[config.mk]
export PLATFORM = sky130hd
export DESIGN_NAME = filled_circle_span_generator_top
export DESIGN_NICKNAME = d
export VERILOG_FILES = /design/src/rtl/fcsg_pkg.sv /design/src/rtl/fcsg_ctrl.sv /design/src/rtl/fcsg_datapath.sv /design/src/rtl/filled_circle_span_generator_top.sv
export VERILOG_INCLUDE_DIRS = /design/src /design/src/rtl
export SDC_FILE = /design/constraint.sdc
export NUM_CORES = 1
export LEC_CHECK = 0
export ABC_AREA = 1
export BUFFER_PORTS_ARGS = -buffer_cell sky130_fd_sc_hd__buf_2
export CORE_MARGIN = 2
export CORE_UTILIZATION = 62
export CTS_CLUSTER_SIZE = 28
export DETAILED_ROUTE_END_ITERATION = 8
export PLACE_DENSITY_LB_ADDON = 0.05
export SETUP_SLACK_MARGIN = 0.3
export SLEW_MARGIN = 20
export SYNTH_ARGS = -nofsm -noshare
export SYNTH_HDL_FRONTEND = slang
export SYNTH_HIERARCHICAL = 1
export SYNTH_SLANG_ARGS = --single-unit
[constraint.sdc]
create_clock -name clock -period 17.5 [get_ports clock]
set_input_delay 0.875 -clock clock [delete_from_list [all_inputs] [get_ports clock]]
set_output_delay 0.875 -clock clock [all_outputs]
set_load 0.01 [all_outputs]
[src/rtl/filled_circle_span_generator_top_defines.svh]
// ----------------------------------------------------------------------------
// Filled circle span generator assertion macros
// Concurrent check macros; empty when SYNTHESIS is defined.
// ----------------------------------------------------------------------------
`ifndef FILLED_CIRCLE_SPAN_GENERATOR_TOP_DEFINES_SVH
`define FILLED_CIRCLE_SPAN_GENERATOR_TOP_DEFINES_SVH

`ifndef SYNTHESIS
`define FCSG_ASSERT_SAME(name, clk, rst, ante, cons) \
   name: assert property (@(posedge clk) disable iff (rst) (ante) |-> (cons)) \
      else $error("fcsg check failed");
`define FCSG_ASSERT_NEXT(name, clk, rst, ante, cons) \
   name: assert property (@(posedge clk) disable iff (rst) (ante) |=> (cons)) \
      else $error("fcsg check failed");
`else
`define FCSG_ASSERT_SAME(name, clk, rst, ante, cons)
`define FCSG_ASSERT_NEXT(name, clk, rst, ante, cons)
`endif

`endif

[src/rtl/fcsg_pkg.sv]
// ----------------------------------------------------------------------------
// Filled circle span generator package
// Shared widths, register indexes, span kinds and controller/datapath types.
// ----------------------------------------------------------------------------
package fcsg_pkg;

   localparam int CSR_INDEX_W = 2;
   localparam int CFG_W       = 11;
   localparam int IN_COORD_W  = 10;
   localparam int RADIUS_W    = 4;
   localparam int COLOR_W     = 16;
   localparam int COORD_W     = 16;

   localparam logic [CSR_INDEX_W-1:0] REG_SCREEN_WIDTH  = 2'd0;
   localparam logic [CSR_INDEX_W-1:0] REG_SCREEN_HEIGHT = 2'd1;

   localparam logic [CFG_W-1:0] SCREEN_WIDTH_RESET  = 11'd1024;
   localparam logic [CFG_W-1:0] SCREEN_HEIGHT_RESET = 11'd600;

   typedef enum logic [2:0] {
      KIND_CENTER  = 3'd0,
      KIND_OUTER_P = 3'd1,
      KIND_OUTER_M = 3'd2,
      KIND_INNER_P = 3'd3,
      KIND_INNER_M = 3'd4
   } span_kind_type;

   typedef struct packed {
      logic          load;
      logic          setup;
      logic          emit;
      span_kind_type kind;
      logic          dec_x;
      logic          inc_i;
      logic          flush;
   } ctrl_cmd_type;

   typedef struct packed {
      logic zero_radius;
      logic hit;
      logic outer_ok;
      logic i_last;
   } dp_status_type;

   // r*707/1000 + 1
   function automatic logic [RADIUS_W-1:0] imax_lookup(input logic [RADIUS_W-1:0] r);
      logic [RADIUS_W-1:0] v;
      unique case (r)
         4'd0:  v = 4'd1;
         4'd1:  v = 4'd1;
         4'd2:  v = 4'd2;
         4'd3:  v = 4'd3;
         4'd4:  v = 4'd3;
         4'd5:  v = 4'd4;
         4'd6:  v = 4'd5;
         4'd7:  v = 4'd5;
         4'd8:  v = 4'd6;
         4'd9:  v = 4'd7;
         4'd10: v = 4'd8;
         4'd11: v = 4'd8;
         4'd12: v = 4'd9;
         4'd13: v = 4'd10;
         4'd14: v = 4'd10;
         4'd15: v = 4'd11;
      endcase
      return v;
   endfunction

endpackage

[src/rtl/fcsg_ctrl.sv]
// ----------------------------------------------------------------------------
// Filled circle span generator controller
// Sequences setup, the center row, the row walk and the final flush.
// ----------------------------------------------------------------------------
module fcsg_ctrl (
   input  logic                   clock,
   input  logic                   reset,
   input  logic                   start,
   input  fcsg_pkg::dp_status_type status,
   output logic                   busy,
   output fcsg_pkg::ctrl_cmd_type cmd
);
   import fcsg_pkg::*;

   typedef enum logic [8:0] {
      ST_IDLE   = 9'b000000001,
      ST_SETUP  = 9'b000000010,
      ST_CENTER = 9'b000000100,
      ST_TEST   = 9'b000001000,
      ST_OUT_P  = 9'b000010000,
      ST_OUT_M  = 9'b000100000,
      ST_IN_P   = 9'b001000000,
      ST_IN_M   = 9'b010000000,
      ST_FLUSH  = 9'b100000000
   } state_type;

   state_type state_ff, state_in;

   assign busy = (state_ff != ST_IDLE);

   always_comb begin
      state_in = state_ff;
      cmd      = '0;
      unique case (state_ff)
         ST_IDLE: begin
            if (start) begin
               cmd.load = 1'b1;
               state_in = ST_SETUP;
            end
         end
         ST_SETUP: begin
            cmd.setup = 1'b1;
            state_in  = status.zero_radius ? ST_FLUSH : ST_CENTER;
         end
         ST_CENTER: begin
            cmd.emit = 1'b1;
            cmd.kind = KIND_CENTER;
            state_in = ST_TEST;
         end
         ST_TEST: begin
            priority if (status.hit && status.outer_ok) begin
               state_in = ST_OUT_P;
            end else if (status.hit) begin
               cmd.dec_x = 1'b1;
               state_in  = ST_IN_P;
            end else begin
               state_in = ST_IN_P;
            end
         end
         ST_OUT_P: begin
            cmd.emit = 1'b1;
            cmd.kind = KIND_OUTER_P;
            state_in = ST_OUT_M;
         end
         ST_OUT_M: begin
            cmd.emit  = 1'b1;
            cmd.kind  = KIND_OUTER_M;
            cmd.dec_x = 1'b1;
            state_in  = ST_IN_P;
         end
         ST_IN_P: begin
            cmd.emit = 1'b1;
            cmd.kind = KIND_INNER_P;
            state_in = ST_IN_M;
         end
         ST_IN_M: begin
            cmd.emit  = 1'b1;
            cmd.kind  = KIND_INNER_M;
            cmd.inc_i = 1'b1;
            state_in  = status.i_last ? ST_FLUSH : ST_TEST;
         end
         ST_FLUSH: begin
            cmd.flush = 1'b1;
            state_in  = ST_IDLE;
         end
         default: begin
            state_in = ST_IDLE;
         end
      endcase
   end

   always_ff @(posedge clock) begin
      if (reset) begin
         state_ff <= ST_IDLE;
      end else begin
         state_ff <= state_in;
      end
   end

endmodule

[src/rtl/fcsg_datapath.sv]
// ----------------------------------------------------------------------------
// Filled circle span generator datapath
// Walk registers, span geometry, screen clamp, pending span and result regs.
// ----------------------------------------------------------------------------
module fcsg_datapath #(
   parameter int MAX_RADIUS = 15
) (
   input  logic                              clock,
   input  logic                              reset,
   input  fcsg_pkg::ctrl_cmd_type            cmd,
   output fcsg_pkg::dp_status_type           status,
   input  logic [fcsg_pkg::CFG_W-1:0]        screen_width,
   input  logic [fcsg_pkg::CFG_W-1:0]        screen_height,
   input  logic [fcsg_pkg::IN_COORD_W-1:0]   req_center_x,
   input  logic [fcsg_pkg::IN_COORD_W-1:0]   req_center_y,
   input  logic [fcsg_pkg::RADIUS_W-1:0]     req_radius,
   input  logic [fcsg_pkg::COLOR_W-1:0]      req_fill_color,
   output logic                              rsp_valid,
   output logic [fcsg_pkg::COORD_W-1:0]      rsp_span_x_start,
   output logic [fcsg_pkg::COORD_W-1:0]      rsp_span_y,
   output logic [fcsg_pkg::COORD_W-1:0]      rsp_span_x_end,
   output logic [fcsg_pkg::COLOR_W-1:0]      rsp_span_color,
   output logic                              rsp_last_span
);
   import fcsg_pkg::*;

   localparam int RW  = $clog2(MAX_RADIUS + 1);
   localparam int IMW = $clog2((MAX_RADIUS * 707) / 1000 + 2);
   localparam int SQW = $clog2(2 * MAX_RADIUS * MAX_RADIUS + 1);
   localparam logic [RADIUS_W-1:0] RMAX_IN = RADIUS_W'(MAX_RADIUS);
   localparam logic [RW-1:0]       RMAX    = RW'(MAX_RADIUS);

   logic [IN_COORD_W-1:0] cx_ff, cy_ff;
   logic [RW-1:0]         r_ff, x_ff;
   logic [COLOR_W-1:0]    color_ff;
   logic [IMW-1:0]        imax_ff, i_ff;
   logic [SQW-1:0]        sqmax_ff;

   logic [SQW-1:0]        dist_sq;

   logic [COORD_W-1:0]    x0, y0, xs_raw, y_raw, len, xs_clamp, y_clamp, w16, h16;
   logic [COORD_W:0]      end_raw;
   logic                  span_ok;

   logic                  pend_valid_ff, pend_valid_in;
   logic [COORD_W-1:0]    pend_xs_ff, pend_y_ff, pend_xe_ff;
   logic                  rsp_valid_ff, rsp_valid_in;
   logic [COORD_W-1:0]    rsp_xs_ff, rsp_y_ff, rsp_xe_ff;
   logic [COLOR_W-1:0]    rsp_color_ff;
   logic                  rsp_last_ff;

   // walk registers
   always_ff @(posedge clock) begin
      if (cmd.load) begin
         cx_ff    <= req_center_x;
         cy_ff    <= req_center_y;
         color_ff <= req_fill_color;
         r_ff     <= (req_radius > RMAX_IN) ? RMAX : RW'(req_radius);
      end
      if (cmd.setup) begin
         imax_ff  <= IMW'(imax_lookup(RADIUS_W'(r_ff)));
         sqmax_ff <= SQW'(r_ff) * SQW'(r_ff) + SQW'(r_ff >> 1);
         x_ff     <= r_ff;
         i_ff     <= IMW'(1);
      end
      if (cmd.dec_x && (x_ff != '0)) begin
         x_ff <= x_ff - RW'(1);
      end
      if (cmd.inc_i) begin
         i_ff <= i_ff + IMW'(1);
      end
   end

   assign dist_sq = SQW'(i_ff) * SQW'(i_ff) + SQW'(x_ff) * SQW'(x_ff);

   assign status.zero_radius = (r_ff == '0);
   assign status.hit         = (dist_sq > sqmax_ff);
   assign status.outer_ok    = (x_ff > RW'(imax_ff));
   assign status.i_last      = (i_ff == imax_ff);

   // span geometry
   assign x0 = COORD_W'(cx_ff);
   assign y0 = COORD_W'(cy_ff);

   always_comb begin
      unique case (cmd.kind)
         KIND_CENTER: begin
            xs_raw = x0 - COORD_W'(r_ff);
            y_raw  = y0;
            len    = COORD_W'(r_ff) << 1;
         end
         KIND_OUTER_P: begin
            xs_raw = x0 - COORD_W'(i_ff) + COORD_W'(1);
            y_raw  = y0 + COORD_W'(x_ff);
            len    = (COORD_W'(i_ff) - COORD_W'(1)) << 1;
         end
         KIND_OUTER_M: begin
            xs_raw = x0 - COORD_W'(i_ff) + COORD_W'(1);
            y_raw  = y0 - COORD_W'(x_ff);
            len    = (COORD_W'(i_ff) - COORD_W'(1)) << 1;
         end
         KIND_INNER_P: begin
            xs_raw = x0 - COORD_W'(x_ff);
            y_raw  = y0 + COORD_W'(i_ff);
            len    = COORD_W'(x_ff) << 1;
         end
         KIND_INNER_M: begin
            xs_raw = x0 - COORD_W'(x_ff);
            y_raw  = y0 - COORD_W'(i_ff);
            len    = COORD_W'(x_ff) << 1;
         end
         default: begin
            xs_raw = '0;
            y_raw  = '0;
            len    = '0;
         end
      endcase
   end

   // screen clamp
   assign w16     = COORD_W'(screen_width);
   assign h16     = COORD_W'(screen_height);
   assign end_raw = {1'b0, xs_raw} + {1'b0, len} - (COORD_W+1)'(1);

   always_comb begin
      xs_clamp = xs_raw;
      y_clamp  = y_raw;
      if (end_raw >= (COORD_W+1)'(screen_width)) begin
         xs_clamp = w16 - len - COORD_W'(1);
      end
      if (y_raw >= h16) begin
         y_clamp = h16 - COORD_W'(1);
      end
   end

   assign span_ok = cmd.emit && (len != '0);

   // hold one span back so the final one can carry the last flag
   assign rsp_valid_in = pend_valid_ff && (span_ok || cmd.flush);

   always_comb begin
      pend_valid_in = pend_valid_ff;
      priority if (cmd.flush) begin
         pend_valid_in = 1'b0;
      end else if (span_ok) begin
         pend_valid_in = 1'b1;
      end
   end

   always_ff @(posedge clock) begin
      if (reset) begin
         pend_valid_ff <= 1'b0;
         rsp_valid_ff  <= 1'b0;
      end else begin
         pend_valid_ff <= pend_valid_in;
         rsp_valid_ff  <= rsp_valid_in;
      end
   end

   always_ff @(posedge clock) begin
      if (span_ok) begin
         pend_xs_ff <= xs_clamp;
         pend_y_ff  <= y_clamp;
         pend_xe_ff <= xs_clamp + len - COORD_W'(1);
      end
      if (rsp_valid_in) begin
         rsp_xs_ff    <= pend_xs_ff;
         rsp_y_ff     <= pend_y_ff;
         rsp_xe_ff    <= pend_xe_ff;
         rsp_color_ff <= color_ff;
         rsp_last_ff  <= cmd.flush;
      end
   end

   assign rsp_valid        = rsp_valid_ff;
   assign rsp_span_x_start = rsp_xs_ff;
   assign rsp_span_y       = rsp_y_ff;
   assign rsp_span_x_end   = rsp_xe_ff;
   assign rsp_span_color   = rsp_color_ff;
   assign rsp_last_span    = rsp_last_ff;

endmodule

[src/rtl/filled_circle_span_generator_top.sv]
// ----------------------------------------------------------------------------
// Filled circle span generator
// Turns one filled-circle command into clamped horizontal spans, at most one per cycle.
// ----------------------------------------------------------------------------
// Usage: issue a circle with start while busy is low. Spans come out on the
// rsp_ ports one per rsp_valid strobe, each valid for one cycle only, since
// the receiver cannot stall: take every strobe. rsp_last_span marks the final
// span of a circle; a radius of zero gives no spans at all. The span state
// machine keeps busy high while it walks the rows, emitting at most one
// span per cycle. The last span is on the rsp_ ports in the first cycle
// with busy low. Write screen_width and screen_height only while idle.
`include "filled_circle_span_generator_top_defines.svh"

module filled_circle_span_generator_top #(
   parameter int MAX_RADIUS = 15
) (
   input  logic                                clock,
   input  logic                                reset,
   input  logic                                start,
   output logic                                busy,
   input  logic [fcsg_pkg::IN_COORD_W-1:0]     req_center_x,
   input  logic [fcsg_pkg::IN_COORD_W-1:0]     req_center_y,
   input  logic [fcsg_pkg::RADIUS_W-1:0]       req_radius,
   input  logic [fcsg_pkg::COLOR_W-1:0]        req_fill_color,
   output logic                                rsp_valid,
   output logic [fcsg_pkg::COORD_W-1:0]        rsp_span_x_start,
   output logic [fcsg_pkg::COORD_W-1:0]        rsp_span_y,
   output logic [fcsg_pkg::COORD_W-1:0]        rsp_span_x_end,
   output logic [fcsg_pkg::COLOR_W-1:0]        rsp_span_color,
   output logic                                rsp_last_span,
   input  logic                                csr_valid,
   output logic                                csr_ready,
   input  logic [fcsg_pkg::CSR_INDEX_W-1:0]    csr_index,
   input  logic [fcsg_pkg::CFG_W-1:0]          csr_wdata
);
   import fcsg_pkg::*;

   logic [CFG_W-1:0] screen_width_ff, screen_height_ff;
   ctrl_cmd_type     cmd;
   dp_status_type    status;

   assign csr_ready = 1'b1;

   always_ff @(posedge clock) begin
      if (reset) begin
         screen_width_ff  <= SCREEN_WIDTH_RESET;
         screen_height_ff <= SCREEN_HEIGHT_RESET;
      end else if (csr_valid && csr_ready) begin
         if (csr_index == REG_SCREEN_WIDTH) begin
            screen_width_ff <= csr_wdata;
         end
         if (csr_index == REG_SCREEN_HEIGHT) begin
            screen_height_ff <= csr_wdata;
         end
      end
   end

   fcsg_ctrl u_ctrl (
      .clock  (clock),
      .reset  (reset),
      .start  (start),
      .status (status),
      .busy   (busy),
      .cmd    (cmd)
   );

   fcsg_datapath #(
      .MAX_RADIUS (MAX_RADIUS)
   ) u_datapath (
      .clock            (clock),
      .reset            (reset),
      .cmd              (cmd),
      .status           (status),
      .screen_width     (screen_width_ff),
      .screen_height    (screen_height_ff),
      .req_center_x     (req_center_x),
      .req_center_y     (req_center_y),
      .req_radius       (req_radius),
      .req_fill_color   (req_fill_color),
      .rsp_valid        (rsp_valid),
      .rsp_span_x_start (rsp_span_x_start),
      .rsp_span_y       (rsp_span_y),
      .rsp_span_x_end   (rsp_span_x_end),
      .rsp_span_color   (rsp_span_color),
      .rsp_last_span    (rsp_last_span)
   );

   `FCSG_ASSERT_NEXT(a_start_busy, clock, reset, start && !busy, busy)
   `FCSG_ASSERT_SAME(a_rsp_after_busy, clock, reset, rsp_valid, $past(busy))
   `FCSG_ASSERT_SAME(a_more_spans_busy, clock, reset, rsp_valid && !rsp_last_span, busy)
   `FCSG_ASSERT_NEXT(a_last_gap, clock, reset, rsp_valid && rsp_last_span, !rsp_valid)

endmodule
After elaboration in Yosys (flattened, before gate mapping) --
Memories as Yosys holds them, arrays and structs flattened. A register that Yosys moved wholly into a read port is not among the register bits. Cells that the tools add are included.
Storage, ports and cells: flip-flop bits (word level) 203, memory bits (read-only) 64, output and inout bits 68, word-level logic and storage cells 106, memories kept 1
Memory list:
- (no name shown) | depth 16, bits a word 4, rd ports 1, clocked after Yosys merged registers in 1, write ports 0, line fcsg_pkg.sv:48 | unique case (r)
Operators by class: $add $sub $neg 20, $mul 3, $lt $le $gt $ge 5, equality and inequality tests 17, muxes and demuxes 23, reductions and logical operators 17
Operators with widths (count):
- $pmux W16 S3 | 2
- $pmux W16 S5 | 1
- $pmux W9 S8 | 1
- $sub A10 B4 Y11 | 5
- $mux W16 | 2
- $sub A16 B1 Y16 const B | 2
- $mux W9 | 3
- $mul A4 B4 Y8 | 3
- $add A10 B4 Y11 | 2
- $pmux W4 S5 | 1
- $add A16 B16 Y17 | 1
- $ge A17 B11 Y1 | 1
- $sub A17 B1 Y17 const B | 1
- $add A16 B1 Y16 const B | 1
- $add A16 B16 Y16 | 1
- $ge A16 B11 Y1 | 1
- $mux W4 | 4
- $reduce_bool A16 Y1 | 1
- $sub A11 B16 Y16 | 1
- $sub A11 B1 Y12 const B | 1
- $add A8 B3 Y9 | 1
- $add A8 B8 Y9 | 1
- $eq A9 B1 Y1 const B | 1
- $eq A9 B2 Y1 const B | 1
- 32 further kinds | 46

Longest topological paths before layout --
Gate-level depths: netlist of the first run.
word-level depth 11, depth in mapped cells 56, mapped depth without buffers 55

Modules after synthesis --
The synthesis of the first run kept the hierarchy.
Modules (own cells, without submodules):
- fcsg_datapath | instances 1, cells each 1403, area each 12603.3 um^2, sequential area each 5024.8 um^2
- filled_circle_span_generator_top | instances 1, cells each 137, area each 972.2 um^2, sequential area each 440.4 um^2
- fcsg_ctrl | instances 1, cells each 87, area each 548.0 um^2, sequential area each 180.2 um^2

Least setup slack after synthesis of the first run --
OpenSTA, ideal clock, no wires.
path kind register to register, start point reg u_ctrl.state_ff[0], end point reg u_datapath.pend_xe_ff[15], data pin, library setup time 0.252 ns, arrival time 6.427 ns, path slack 10.821 ns, cell stages (with the launch flop) 48, buffers on the path 2, cells stage by stage dfxtp_1 nor2_2 nand3_2 a21oi_1 inv_2 nor3_4 inv_2 o21ai_2 buf_6 nand3_4 ha_1 inv_1 ha_1 a21oi_1 o21ai_0 a21oi_1 o21ai_0 xor2_1 [... 12 more ...] o21ai_0 inv_1 ha_1 inv_1 ha_1 a21o_1 nand3_1 nand2_1 nand2_1 nand3_1 nand2_1 nand2_1 nand2_1 nand2_1 a21oi_1 inv_1 nand3_1 nand2_1
RTL lines:
- from (decl) | line fcsg_ctrl.sv:27 | state_type state_ff, state_in;
- from (signal assigned) | line fcsg_ctrl.sv:96 | state_ff <= state_in;
- to (signal assigned) | line fcsg_datapath.sv:164 | pend_xe_ff <= xs_clamp + len - COORD_W'(1);
- to (decl) | line fcsg_datapath.sv:46 | logic [COORD_W-1:0] pend_xs_ff, pend_y_ff, pend_xe_ff;

==> metrics.txt, run 1 <==
# TYPE chip_impl_metric gauge
chip_impl_metric{name="cts.repair_timing.setup_buffer_count",unit=""} 0
chip_impl_metric{name="routedWlPerCell",unit="um"} 15.0
chip_impl_metric{name="ratio_of_cells_with_drive_above_1_in_the_final_layout",unit=""} 0.143
chip_impl_info{name="tritoncts",value="done"} 1
chip_impl_metric{name="portBuffers",unit=""} 123
chip_impl_metric{name="timing.critical_path.arrival",unit="ps"} 8750
chip_impl_metric{name="drv.max_cap_violation_count",unit=""} 0
chip_impl_metric{name="die_ht",unit="um"} 155
chip_impl_info{name="yosys-top-cells-area",value="sky130_fd_sc_hd__edfxtp_1, sky130_fd_sc_hd__ha_1, sky130_fd_sc_hd__nand2_1, sky130_fd_sc_hd__inv_1, sky130_fd_sc_hd__dfxtp_1"} 1
chip_impl_metric{name="synth_sequential_area_ratio",unit=""} 0.400
chip_impl_info{name="most_common_cell_type_on_the_critical_path",value="sky130_fd_sc_hd__inv_1"} 1
chip_impl_metric{name="ff_latch_count_synth",unit=""} 199
chip_impl_metric{name="drtIter0Drc",unit=""} 726
chip_impl_metric{name="finalSetupViolations",unit=""} 0
chip_impl_metric{name="drtAntennaViolNets",unit=""} 0
chip_impl_metric{name="grtUsageMet3",unit=""} 0.0421
chip_impl_metric{name="num-nets-final",unit=""} 1986
chip_impl_metric{name="die-width",unit="um"} 155
chip_impl_metric{name="placement_rows",unit=""} 55
chip_impl_metric{name="synth_area",unit="sq um"} 14100
chip_impl_metric{name="residual_drc",unit=""} 0
chip_impl_metric{name="cts_sinks",unit=""} 199
chip_impl_metric{name="worstPathMaxFanout",unit=""} 18
chip_impl_metric{name="worst_margin_pin_slew",unit="ps"} 786
chip_impl_info{name="yosys.area.top_type",value="sky130_fd_sc_hd__edfxtp_1"} 1
chip_impl_metric{name="synth_area_per_cell",unit="sq um"} 8.68
chip_impl_metric{name="drt_pre_antenna_iters",unit=""} 6
chip_impl_metric{name="fin_setup_tns",unit="ps"} 0
chip_impl_metric{name="grt.met2_usage",unit=""} 0.454
chip_impl_metric{name="tritoncts.num_buffers",unit=""} 17
chip_impl_info{name="setup.worst_path.end_class",value="flip-flop"} 1
chip_impl_metric{name="number_of_global_route_vias_before_repair",unit=""} 10661
chip_impl_metric{name="grt_max_degree",unit=""} 62
chip_impl_metric{name="dp.final_hpwl",unit="um"} 23800
chip_impl_metric{name="finalHoldViolations",unit=""} 0
chip_impl_info{name="worst-setup-path-type",value="reg2reg"} 1
chip_impl_metric{name="synthCells",unit=""} 1627
chip_impl_metric{name="max_slew_margin",unit=""} 0.475
chip_impl_metric{name="number_of_top_level_design_ports",unit=""} 125
chip_impl_metric{name="detailroute.via_count",unit=""} 11113
chip_impl_metric{name="postCtsHoldBufs",unit=""} 0
chip_impl_metric{name="async_s_r_ff_share_synth",unit=""} 0
chip_impl_metric{name="place_congestion",unit=""} 0.980
chip_impl_metric{name="number_of_diodes_added_for_antenna_fixing",unit=""} 0
chip_impl_metric{name="leakagePower",unit="nW"} 7.48
chip_impl_info{name="critPathLaunchType",value="flip-flop"} 1
chip_impl_info{name="highest_utilization_routing_layer_at_the_global_route_stage",value="met2"} 1
chip_impl_metric{name="hold_depth",unit=""} 0
chip_impl_metric{name="area_delta_synth_final",unit="%"} 10.5
chip_impl_metric{name="groute.usage.overall",unit=""} 0.262
chip_impl_metric{name="crit_required",unit="ps"} 17690
chip_impl_info{name="result_of_the_run",value="finished clean"} 1
chip_impl_info{name="synth_top_flop_cell",value="sky130_fd_sc_hd__edfxtp_1"} 1
chip_impl_metric{name="start_util",unit=""} 0.628
chip_impl_metric{name="max_freq",unit="GHz"} 0.117
chip_impl_info{name="rsz0062_at_grt",value="no"} 1
chip_impl_metric{name="finalMaxSlewViolations",unit=""} 0
chip_impl_metric{name="initial_antenna_violation_count",unit=""} 0
chip_impl_metric{name="cts.path.max_buffers",unit=""} 2
chip_impl_metric{name="cts_resized",unit=""} 0
chip_impl_metric{name="grt_pass1_wl",unit="um"} 50400
chip_impl_metric{name="worstRegToRegCells",unit=""} 42
chip_impl_metric{name="pwr_density_cell",unit="nW/um^2"} 95.6
chip_impl_metric{name="yosysWarnings",unit=""} 6
chip_impl_metric{name="groute.layer.met1.usage",unit=""} 0.340
chip_impl_metric{name="pre_cts_slack",unit="ps"} 9070
chip_impl_info{name="clockRootBuffer",value="sky130_fd_sc_hd__clkbuf_16"} 1
chip_impl_metric{name="synth-edff-count",unit=""} 166
chip_impl_metric{name="avgViaCountPerCell",unit=""} 5.43
chip_impl_metric{name="synth.lib_cells_used.distinct",unit=""} 67
chip_impl_metric{name="fin_crit",unit="ps"} 8560
chip_impl_metric{name="core",unit="sq um"} 22500
chip_impl_metric{name="cts.htree.levels",unit=""} 4
chip_impl_metric{name="overflow",unit=""} 0
chip_impl_metric{name="vdd_ir_drop_max",unit="mV"} 0.0672
chip_impl_info{name="critPathSlowestCell",value="sky130_fd_sc_hd__o21ai_2"} 1
chip_impl_metric{name="worst_clock_skew",unit="ps"} 12.4
chip_impl_info{name="hold_class",value="reg2reg"} 1
chip_impl_metric{name="delay_contributed_by_the_slowest_stage_of_the_critical_path",unit="ps"} 560
chip_impl_metric{name="die-area",unit="sq um"} 24000
chip_impl_metric{name="final.setup.worst_slack",unit="ps"} 8940
chip_impl_metric{name="cts.reportedPaths.clkPinSlew",unit="ps"} 80
chip_impl_metric{name="min_period_over_period",unit=""} 0.489
chip_impl_metric{name="drt_wl_total",unit="um"} 30700
chip_impl_metric{name="synth_nets",unit=""} 1866
chip_impl_metric{name="worstSkewPairLatency",unit="ps"} 440
chip_impl_metric{name="yosysTopAreaCellShare",unit=""} 0.353
-- kinds of logic after synthesis --
family                   synth area share
AO/OA/AOI/OAI                      0.0990
XOR/XNOR                           0.0334
adder cells (fa/ha/maj)             0.172
buffers and inverters              0.0940
flip-flops                          0.400
other                            0.000266
AND/OR/NAND/NOR                     0.202
-- registers in the layout (all words and copies together), names as in the netlist, 11 cells and up --
name and cells:
screen_height_ff 11, screen_width_ff 11, u_datapath/color_ff 16, u_datapath/pend_xe_ff 16
u_datapath/pend_xs_ff 16, u_datapath/pend_y_ff 12, u_datapath/rsp_span_color 16, u_datapath/rsp_span_x_end 16
u_datapath/rsp_span_x_start 16, u_datapath/rsp_span_y 12
-- cell usage in the layout, fill, tap and decap left out, types with 8 or more instances in the layout --
master	n
sky130_fd_sc_hd__inv_2	14
sky130_fd_sc_hd__nor2_1	130
sky130_fd_sc_hd__nor2_2	19
sky130_fd_sc_hd__fa_1	20
sky130_fd_sc_hd__dfxtp_1	33
sky130_fd_sc_hd__clkbuf_16	17
sky130_fd_sc_hd__buf_2	123
sky130_fd_sc_hd__nand4_1	19
sky130_fd_sc_hd__nand2_1	297
sky130_fd_sc_hd__nor3_1	24
sky130_fd_sc_hd__inv_1	295
sky130_fd_sc_hd__xor2_1	45
sky130_fd_sc_hd__nand2_2	8
sky130_fd_sc_hd__o21ai_0	61
sky130_fd_sc_hd__edfxtp_1	166
sky130_fd_sc_hd__nand3_1	90
sky130_fd_sc_hd__ha_1	162
sky130_fd_sc_hd__a21oi_1	92
-- power breakdown --
part	total [W]	internal, W	leakage [nW]	switching (W)
Clock	0.000403	0.000197	0.301	0.000206
Combinational	0.000525	0.000200	5.39	0.000325
Sequential	0.000563	0.000549	1.78	0.0000143
-- worst paths after layout --
path	start	to	slack [ps]
setup / recovery	u_ctrl/state_ff[0]$_SDFFE_PP1P_	u_datapath/pend_xe_ff[12]$_DFFE_PP_	8940
hold / removal	u_datapath/pend_y_ff[7]$_DFFE_PP_	u_datapath/rsp_span_y[7]$_DFFE_PP_	410
setup reg to reg	u_ctrl/state_ff[0]$_SDFFE_PP1P_	u_datapath/pend_xe_ff[12]$_DFFE_PP_	8940
hold reg to reg	u_datapath/pend_y_ff[7]$_DFFE_PP_	u_datapath/rsp_span_y[7]$_DFFE_PP_	410
-- metal layers --
metal	part of all wire	wire length (um)
met3	0.062	1910
met5	0	0
met4	0.018	559
met1	0.44	13500
met2	0.48	14700
-- Yosys cell counts (6+ instances only) --
library cell                 n
sky130_fd_sc_hd__or2_2       6
sky130_fd_sc_hd__ha_1      162
sky130_fd_sc_hd__nand3_1    90
sky130_fd_sc_hd__nand2_1   297
sky130_fd_sc_hd__a21oi_1    92
sky130_fd_sc_hd__nor2_4      6
sky130_fd_sc_hd__o21ai_1     7
sky130_fd_sc_hd__edfxtp_1  166
sky130_fd_sc_hd__nand4_1    19
sky130_fd_sc_hd__dfxtp_1    33
sky130_fd_sc_hd__nand2_4     7
sky130_fd_sc_hd__nand2_2     8
sky130_fd_sc_hd__buf_2       6
sky130_fd_sc_hd__clkbuf_1    8
sky130_fd_sc_hd__nor2_2     19
sky130_fd_sc_hd__nand3_2     7
sky130_fd_sc_hd__xnor2_1     7
sky130_fd_sc_hd__nor3_1     24
sky130_fd_sc_hd__o21ai_0    61
sky130_fd_sc_hd__fa_1       20
sky130_fd_sc_hd__o31ai_1     6
sky130_fd_sc_hd__xor2_1     45
sky130_fd_sc_hd__nor2_1    131
sky130_fd_sc_hd__o22ai_1     6
sky130_fd_sc_hd__inv_2      13
sky130_fd_sc_hd__inv_1     296
sky130_fd_sc_hd__o211ai_1    6
sky130_fd_sc_hd__buf_4       7
-- cell type report --
class                           instances  area, sq um
Clock buffer                           17          425
Clock inverter                         15          188
Fill cell                            1801         6890
Inverter                              311         1170
Multi-Input combinational cell       1092         7170
Sequential cell                       199         5650
Tap cell                              285          357
Timing Repair Buffer                  126          658
-- worst max-delay path, delay by kind of cell, from the launching register on --
family | cells | cell delay (ps)
AO/OA/AOI/OAI | 11 | 2390
AND/OR/NAND/NOR | 14 | 2080
flip-flops | 1 | 350
adder cells (fa/ha/maj) | 6 | 1870
XOR/XNOR | 2 | 320
buffers and inverters | 9 | 1280
-- per-stage QoR --
stage | utilization | instance area (sq um) | std cells | hold WS (ps) | total power, W
3_3_place_gp | 0.665 | 15000 | 2012 | 400 | 0.00106
6_report | 0.694 | 15600 | 2045 | 415 | 0.00149
3_5_place_dp | 0.665 | 15000 | 2012 | 405 | 0.00108
2_1_floorplan | - | 14100 | 1627 | 400 | 0.000969
4_1_cts | 0.692 | 15600 | 2044 | 412 | 0.00149
5_1_grt | 0.694 | 15600 | 2045 | 414 | 0.00159
(Power assumes the default switching activity.)
==> inputs of run 2 (changes only) <==
--- a/config.mk
+++ b/config.mk
@@ -9,7 +9,7 @@
 export ABC_AREA = 1
 export BUFFER_PORTS_ARGS = -buffer_cell sky130_fd_sc_hd__buf_2
 export CORE_MARGIN = 2
-export CORE_UTILIZATION = 62
+export CORE_UTILIZATION = 61
 export CTS_CLUSTER_SIZE = 28
 export DETAILED_ROUTE_END_ITERATION = 8
 export PLACE_DENSITY_LB_ADDON = 0.05
==> constraint.sdc (replaced) <==
create_clock -name clock -period 8 [get_ports clock]
set_input_delay 0.4 -clock clock [delete_from_list [all_inputs] [get_ports clock]]
set_output_delay 0.4 -clock clock [all_outputs]
set_load 0.01 [all_outputs]
==> metrics.txt, run 2 (synthesized netlist as in run 1, its figures left out) <==
# TYPE chip_impl_metric gauge
chip_impl_metric{name="leakagePower",unit="nW"} 7.62
chip_impl_metric{name="delay_contributed_by_the_slowest_stage_of_the_critical_path",unit="ps"} 430
chip_impl_metric{name="core",unit="sq um"} 22700
chip_impl_metric{name="worstPathMaxFanout",unit=""} 14
chip_impl_metric{name="min_period_over_period",unit=""} 0.892
chip_impl_metric{name="pwr_density_cell",unit="nW/um^2"} 205
chip_impl_info{name="most_common_cell_type_on_the_critical_path",value="sky130_fd_sc_hd__ha_1"} 1
chip_impl_metric{name="grt_max_degree",unit=""} 62
chip_impl_metric{name="max_freq",unit="GHz"} 0.140
chip_impl_metric{name="sequentialPowerShare",unit=""} 0.377
chip_impl_metric{name="cts_sinks",unit=""} 199
chip_impl_info{name="critPathSlowestCell",value="sky130_fd_sc_hd__fa_1"} 1
chip_impl_metric{name="finalPower",unit="W"} 0.00326
chip_impl_metric{name="worstSkewPairLatency",unit="ps"} 450
chip_impl_metric{name="avgViaCountPerCell",unit=""} 5.40
chip_impl_metric{name="drv.max_cap_violation_count",unit=""} 0
chip_impl_metric{name="residual_drc",unit=""} 0
chip_impl_metric{name="worst_margin_pin_slew",unit="ps"} 850
chip_impl_metric{name="die-width",unit="um"} 156
chip_impl_metric{name="number_of_diodes_added_for_antenna_fixing",unit=""} 0
chip_impl_metric{name="cts.reportedPaths.clkPinSlew",unit="ps"} 80
chip_impl_info{name="worst-setup-path-type",value="reg2reg"} 1
chip_impl_metric{name="layout.filler_cells",unit=""} 1852
chip_impl_info{name="hold_class",value="in2reg"} 1
chip_impl_metric{name="dp.final_hpwl",unit="um"} 24400
chip_impl_metric{name="cts.htree.levels",unit=""} 4
chip_impl_metric{name="grt.met2_usage",unit=""} 0.469
chip_impl_metric{name="die-area",unit="sq um"} 24400
chip_impl_metric{name="ratio_of_cells_with_drive_above_1_in_the_final_layout",unit=""} 0.163
chip_impl_info{name="tritoncts",value="done"} 1
chip_impl_metric{name="vdd_ir_drop_max",unit="mV"} 0.185
chip_impl_metric{name="net-switching-power",unit="W"} 0.00117
chip_impl_metric{name="tritoncts.num_buffers",unit=""} 17
chip_impl_metric{name="cellInternalPower",unit="W"} 0.00209
chip_impl_metric{name="power.share.combinational",unit=""} 0.355
chip_impl_metric{name="num-nets-final",unit=""} 2017
chip_impl_info{name="setup.worst_path.end_class",value="flip-flop"} 1
chip_impl_metric{name="swShare",unit=""} 0.359
chip_impl_metric{name="postCtsHoldBufs",unit=""} 0
chip_impl_metric{name="dpl-instance-area",unit="sq um"} 15100
chip_impl_metric{name="die_ht",unit="um"} 156
chip_impl_metric{name="drt_pre_antenna_iters",unit=""} 5
chip_impl_metric{name="timing.critical_path.arrival",unit="ps"} 7320
chip_impl_metric{name="finalSetupViolations",unit=""} 0
chip_impl_metric{name="drtIter0Drc",unit=""} 584
chip_impl_info{name="rsz0062_at_grt",value="no"} 1
chip_impl_metric{name="overflow",unit=""} 0
chip_impl_metric{name="drtAntennaViolNets",unit=""} 0
chip_impl_metric{name="number_of_top_level_design_ports",unit=""} 125
chip_impl_info{name="layout_common_cells",value="sky130_fd_sc_hd__nand2_1, sky130_fd_sc_hd__inv_1, sky130_fd_sc_hd__edfxtp_1"} 1
chip_impl_metric{name="grt_pass1_wl",unit="um"} 51200
chip_impl_metric{name="portBuffers",unit=""} 123
chip_impl_info{name="highest_utilization_routing_layer_at_the_global_route_stage",value="met2"} 1
chip_impl_metric{name="max_slew_margin",unit=""} 0.433
chip_impl_metric{name="crit_required",unit="ps"} 8190
chip_impl_metric{name="grtUsageMet3",unit=""} 0.0347
chip_impl_metric{name="fin_setup_tns",unit="ps"} 0
chip_impl_metric{name="initial_antenna_violation_count",unit=""} 0
chip_impl_metric{name="placement_rows",unit=""} 55
chip_impl_metric{name="cts.path.max_buffers",unit=""} 2
chip_impl_metric{name="routedWlPerCell",unit="um"} 15.1
chip_impl_metric{name="finalMaxSlewViolations",unit=""} 0
chip_impl_info{name="clockRootBuffer",value="sky130_fd_sc_hd__clkbuf_16"} 1
chip_impl_metric{name="place_congestion",unit=""} 0.989
chip_impl_metric{name="finalHoldViolations",unit=""} 0
chip_impl_metric{name="drt_wl_total",unit="um"} 31300
chip_impl_metric{name="fin_crit",unit="ps"} 7140
chip_impl_metric{name="dpl.cell_count",unit=""} 2026
chip_impl_info{name="most_common_cell_after_layout_fill_and_taps_aside",value="sky130_fd_sc_hd__nand2_1"} 1
chip_impl_info{name="result_of_the_run",value="finished clean"} 1
chip_impl_metric{name="groute.usage.overall",unit=""} 0.264
chip_impl_metric{name="number_of_global_route_vias_before_repair",unit=""} 10715
chip_impl_metric{name="layout.cells.non_filler",unit=""} 2076
chip_impl_metric{name="groute.layer.met1.usage",unit=""} 0.345
chip_impl_metric{name="detailroute.via_count",unit=""} 11211
chip_impl_metric{name="start_util",unit=""} 0.622
chip_impl_info{name="critPathLaunchType",value="flip-flop"} 1
chip_impl_metric{name="pwr-share-clk",unit=""} 0.268
chip_impl_metric{name="area_delta_synth_final",unit="%"} 12.6
chip_impl_metric{name="final_design_area_no_fill",unit="sq um"} 15900
chip_impl_metric{name="worst_clock_skew",unit="ps"} 18.9
==> run 2: changes by cell type in the layout (fill, tap and decap cells not counted), sizes merged <==
cell / delta
clkbuf: +1
clkinv: +1
inv: -5
clkinvlp: +3
buf: +31
==> run 2: path summary, 6_finish.rpt <==
kind / slack [ps] / end / depth (start not counted) / from
setup reg to reg: 860 / u_datapath/pend_xe_ff[12]$_DFFE_PP_ / 40 / u_ctrl/state_ff[0]$_SDFFE_PP1P_
setup / recovery: 860 / u_datapath/pend_xe_ff[12]$_DFFE_PP_ / 40 / u_ctrl/state_ff[0]$_SDFFE_PP1P_
hold reg to reg: 420 / u_datapath/rsp_span_x_end[10]$_DFFE_PP_ / 0 / u_datapath/pend_xe_ff[10]$_DFFE_PP_
hold / removal: 130 / u_datapath/color_ff[7]$_DFFE_PP_ / 1 / req_fill_color[7]
==> run 2: routing by layer <==
layer | wire length (um) | share of wire
met1 | 14000 | 0.45
met2 | 15500 | 0.49
met3 | 1500 | 0.048
met4 | 340 | 0.011
met5 | 0 | 0
==> run 2: layout make-up <==
cell class / instances / area, sq um / share of cell area
clock buffer: 18 / 439 / 0.0276
multi-input combinational: 1092 / 7210 / 0.453
clock inverter: 14 / 174 / 0.0109
timing repair buffer: 157 / 895 / 0.0563
sequential: 199 / 5650 / 0.355
tap: 285 / 357 / 0.0224
inverter: 311 / 1180 / 0.0744
==> run 2: metrics by stage <==
step                worst slack [ps]  hold WS (ps)  utilization
global placement                 705           400        0.664
floorplan                       1320           400            -
CTS                              541           116        0.691
finish                           864           127        0.700
global route                     293           108        0.700
detailed placement               590           405        0.664
==> run 2: repair_timing <==
item / 4_1_cts / 5_1_grt
resized for setup: 0 / 20
hold endpoints to repair: 0 / 0
setup buffers: 0 / 17
setup endpoints to repair: 0 / 5
==> run 2: power by group through the flow <==
stage / Sequential, W / Clock [W] / Combinational [W]
2_1_floorplan: 0.00124 / 0 / 0.000876
3_3_place_gp: 0.00125 / 0 / 0.00108
3_5_place_dp: 0.00126 / 0 / 0.00111
4_1_cts: 0.00123 / 0.000892 / 0.00112
5_1_grt: 0.00123 / 0.000931 / 0.00133
6_report: 0.00123 / 0.000875 / 0.00116
==> run 2: worst max-delay path: cells and delay by family, from the launching register on <==
kind                     cells  cell delay, ps
adder cells (fa/ha/maj)      6            1840
AND/OR/NAND/NOR             14            1750
AO/OA/AOI/OAI                9            1550
buffers and inverters        9            1040
flip-flops                   1             340
XOR/XNOR                     2             340
==> inputs of run 3 (changes only) <==
--- a/config.mk
+++ b/config.mk
@@ -9,7 +9,7 @@
 export ABC_AREA = 1
 export BUFFER_PORTS_ARGS = -buffer_cell sky130_fd_sc_hd__buf_2
 export CORE_MARGIN = 2
-export CORE_UTILIZATION = 61
+export CORE_UTILIZATION = 40
 export CTS_CLUSTER_SIZE = 28
 export DETAILED_ROUTE_END_ITERATION = 8
 export PLACE_DENSITY_LB_ADDON = 0.05
==> metrics.txt, run 3 (synthesized netlist as in run 1, its figures left out) <==
# TYPE chip_impl_metric gauge
chip_impl_metric{name="die-width",unit="um"} 192
chip_impl_metric{name="number_of_buffer_and_inverter_instances_along_the_worst_setup_path",unit=""} 10
chip_impl_metric{name="die_ht",unit="um"} 192
chip_impl_metric{name="drt_pre_antenna_iters",unit=""} 5
chip_impl_metric{name="grt_pass1_wl",unit="um"} 52700
chip_impl_metric{name="placement_rows",unit=""} 68
chip_impl_metric{name="groute.usage.overall",unit=""} 0.183
chip_impl_info{name="tritoncts",value="done"} 1
chip_impl_metric{name="cts.path.max_buffers",unit=""} 2
chip_impl_metric{name="finalHoldViolations",unit=""} 0
chip_impl_metric{name="finalSetupViolations",unit=""} 0
chip_impl_metric{name="layout.cells.non_filler",unit=""} 2255
chip_impl_metric{name="groute.layer.met1.usage",unit=""} 0.252
chip_impl_metric{name="critical_path_depth",unit=""} 48
chip_impl_info{name="highest_utilization_routing_layer_at_the_global_route_stage",value="met2"} 1
chip_impl_info{name="critPathLaunchType",value="flip-flop"} 1
chip_impl_info{name="most_common_cell_after_layout_fill_and_taps_aside",value="sky130_fd_sc_hd__nand2_1"} 1
chip_impl_metric{name="worst_clock_skew",unit="ps"} 13.0
chip_impl_metric{name="grt_max_degree",unit=""} 62
chip_impl_info{name="layout_common_cells",value="sky130_fd_sc_hd__nand2_1, sky130_fd_sc_hd__inv_1, sky130_fd_sc_hd__edfxtp_1"} 1
chip_impl_metric{name="worstPathMaxFanout",unit=""} 9
chip_impl_metric{name="drv.max_cap_violation_count",unit=""} 0
chip_impl_info{name="worstReg2RegStart",value="u_datapath/cx_ff[0]$_DFFE_PP_"} 1
chip_impl_metric{name="crit_required",unit="ps"} 8210
chip_impl_info{name="critPathSlowestCell",value="sky130_fd_sc_hd__fa_1"} 1
chip_impl_info{name="worst-setup-path-type",value="reg2reg"} 1
chip_impl_metric{name="ff_latch_area",unit="sq um"} 5650
chip_impl_info{name="crit-reg2reg-capture",value="u_datapath/pend_xe_ff[15]$_DFFE_PP_"} 1
chip_impl_metric{name="multiInputGateArea",unit="sq um"} 7250
chip_impl_metric{name="fin_setup_tns",unit="ps"} 0
chip_impl_metric{name="cts.htree.levels",unit=""} 4
chip_impl_metric{name="overflow",unit=""} 0
chip_impl_info{name="hold_class",value="in2reg"} 1
chip_impl_metric{name="max_slew_margin",unit=""} 0.453
chip_impl_metric{name="vdd_ir_drop_max",unit="mV"} 0.149
chip_impl_info{name="rsz0062_at_grt",value="no"} 1
chip_impl_metric{name="tritoncts.num_buffers",unit=""} 17
chip_impl_metric{name="timing.critical_path.arrival",unit="ps"} 7290
chip_impl_metric{name="leakagePower",unit="nW"} 7.66
chip_impl_metric{name="grt.met2_usage",unit=""} 0.297
chip_impl_metric{name="drtAntennaViolNets",unit=""} 0
chip_impl_info{name="clockRootBuffer",value="sky130_fd_sc_hd__clkbuf_16"} 1
chip_impl_metric{name="min_period_over_period",unit=""} 0.885
chip_impl_metric{name="holdWs",unit="ps"} 117
chip_impl_metric{name="portBuffers",unit=""} 123
chip_impl_metric{name="worstRegToRegCells",unit=""} 48
chip_impl_metric{name="dpl.cell_count",unit=""} 2194
chip_impl_metric{name="die-area",unit="sq um"} 36800
chip_impl_metric{name="start_util",unit=""} 0.408
chip_impl_metric{name="layout.filler_cells",unit=""} 3400
chip_impl_info{name="setup.worst_path.end_class",value="flip-flop"} 1
chip_impl_metric{name="ratio_of_cells_with_drive_above_1_in_the_final_layout",unit=""} 0.173
chip_impl_metric{name="detailroute.via_count",unit=""} 10990
chip_impl_info{name="result_of_the_run",value="finished clean"} 1
chip_impl_metric{name="dp.final_hpwl",unit="um"} 25700
chip_impl_metric{name="worstSkewPairLatency",unit="ps"} 460
chip_impl_metric{name="number_of_global_route_vias_before_repair",unit=""} 10386
chip_impl_info{name="worst_setup_path_endpoint",value="u_datapath/pend_xe_ff[15]$_DFFE_PP_"} 1
chip_impl_info{name="crit_path_start",value="u_datapath/cx_ff[0]$_DFFE_PP_"} 1
chip_impl_metric{name="fin_crit",unit="ps"} 7080
chip_impl_metric{name="cts.reportedPaths.clkPinSlew",unit="ps"} 80
chip_impl_metric{name="initial_antenna_violation_count",unit=""} 0
chip_impl_metric{name="setup.reg_to_reg.worst_slack",unit="ps"} 920
chip_impl_metric{name="number_of_top_level_design_ports",unit=""} 125
chip_impl_info{name="most_common_cell_type_on_the_critical_path",value="sky130_fd_sc_hd__nand2_1"} 1
chip_impl_metric{name="area_delta_synth_final",unit="%"} 14.7
chip_impl_metric{name="residual_drc",unit=""} 0
chip_impl_info{name="cp_top_family",value="adder cells"} 1
chip_impl_metric{name="num-nets-final",unit=""} 2026
chip_impl_metric{name="drt_wl_total",unit="um"} 33200
chip_impl_metric{name="grtUsageMet3",unit=""} 0.0269
chip_impl_metric{name="worst_margin_pin_slew",unit="ps"} 820
chip_impl_metric{name="core",unit="sq um"} 34600
chip_impl_metric{name="pwr_density_cell",unit="nW/um^2"} 204
chip_impl_metric{name="cts_sinks",unit=""} 199
chip_impl_metric{name="finalMaxSlewViolations",unit=""} 0
chip_impl_metric{name="routedWlPerCell",unit="um"} 14.7
chip_impl_metric{name="max_freq",unit="GHz"} 0.141
chip_impl_metric{name="drtIter0Drc",unit=""} 611
chip_impl_metric{name="avgViaCountPerCell",unit=""} 4.87
chip_impl_metric{name="number_of_diodes_added_for_antenna_fixing",unit=""} 0
chip_impl_metric{name="place_congestion",unit=""} 0.881
chip_impl_metric{name="delay_contributed_by_the_slowest_stage_of_the_critical_path",unit="ps"} 510
run 3: cell count changes in the layout (fill, tap and decap cells not counted), sizes merged:
cell	delta
buf	+8
bufinv	+2
clkinv	-1
clkinvlp	-2
inv	+2
run 3: timing repair:
item	in CTS	in global routing
buffers inserted	0	28
setup endpoints to repair	0	11
resized for setup	0	36
hold buffers	0	0
run 3: worst min path at each step:
stage | startpoint | to | slack, ps | depth (start not counted)
2_1_floorplan | u_datapath/color_ff[0]$_DFFE_PP_ | u_datapath/rsp_span_color[0]$_DFFE_PP_ | 400 | 0
3_3_place_gp | u_datapath/color_ff[2]$_DFFE_PP_ | u_datapath/rsp_span_color[2]$_DFFE_PP_ | 400 | 0
3_5_place_dp | u_datapath/color_ff[1]$_DFFE_PP_ | u_datapath/rsp_span_color[1]$_DFFE_PP_ | 400 | 0
4_1_cts | req_center_y[0] | u_datapath/cy_ff[0]$_DFFE_PP_ | 90 | 1
5_1_grt | req_fill_color[6] | u_datapath/color_ff[6]$_DFFE_PP_ | 80 | 1
6_report | req_center_y[0] | u_datapath/cy_ff[0]$_DFFE_PP_ | 120 | 1
run 3: worst register-to-register path, delay by kind of cell, from the launching register on:
kind / cells / cell delay (ps)
xor gates and xnor gates: 1 / 110
AOI/OAI and AO/OA: 8 / 1360
adders and majority gates: 8 / 2270
and+or+nand+nor: 21 / 1850
buffers and inverters: 10 / 910
DFF: 1 / 370
run 3: area by class of cell:
cell class | count | share of cell area
Clock buffer | 18 | 0.0265
Clock inverter | 14 | 0.0113
Inverter | 311 | 0.0729
Multi-Input combinational cell | 1092 | 0.448
Sequential cell | 199 | 0.348
Tap cell | 455 | 0.0351
Timing Repair Buffer | 165 | 0.0577
Timing Repair inverter | 1 | 0.000386
run 3: report_power, final:
group          internal (W)  switching (W)  total, W
sequential          0.00120      0.0000278   0.00123
combinational      0.000456       0.000711   0.00117
clock              0.000476       0.000432  0.000908
run 3: per-layer routing:
metal  vias up  wire, um
li1       5709         -
met1      5056     16300
met2       193     15000
met3        32      1280
met4         0       551
met5         -         0
run 3: stage by stage:
step	area, sq um	setup WS (ps)	power, W	util
after floorplan	14100	1320	0.00212	-
after global placement	15300	545	0.00237	0.441
after detailed placement	15300	385	0.00238	0.441
after CTS	15900	354	0.00331	0.459
after global routing	16200	254	0.00358	0.468
final	16200	921	0.00330	0.468
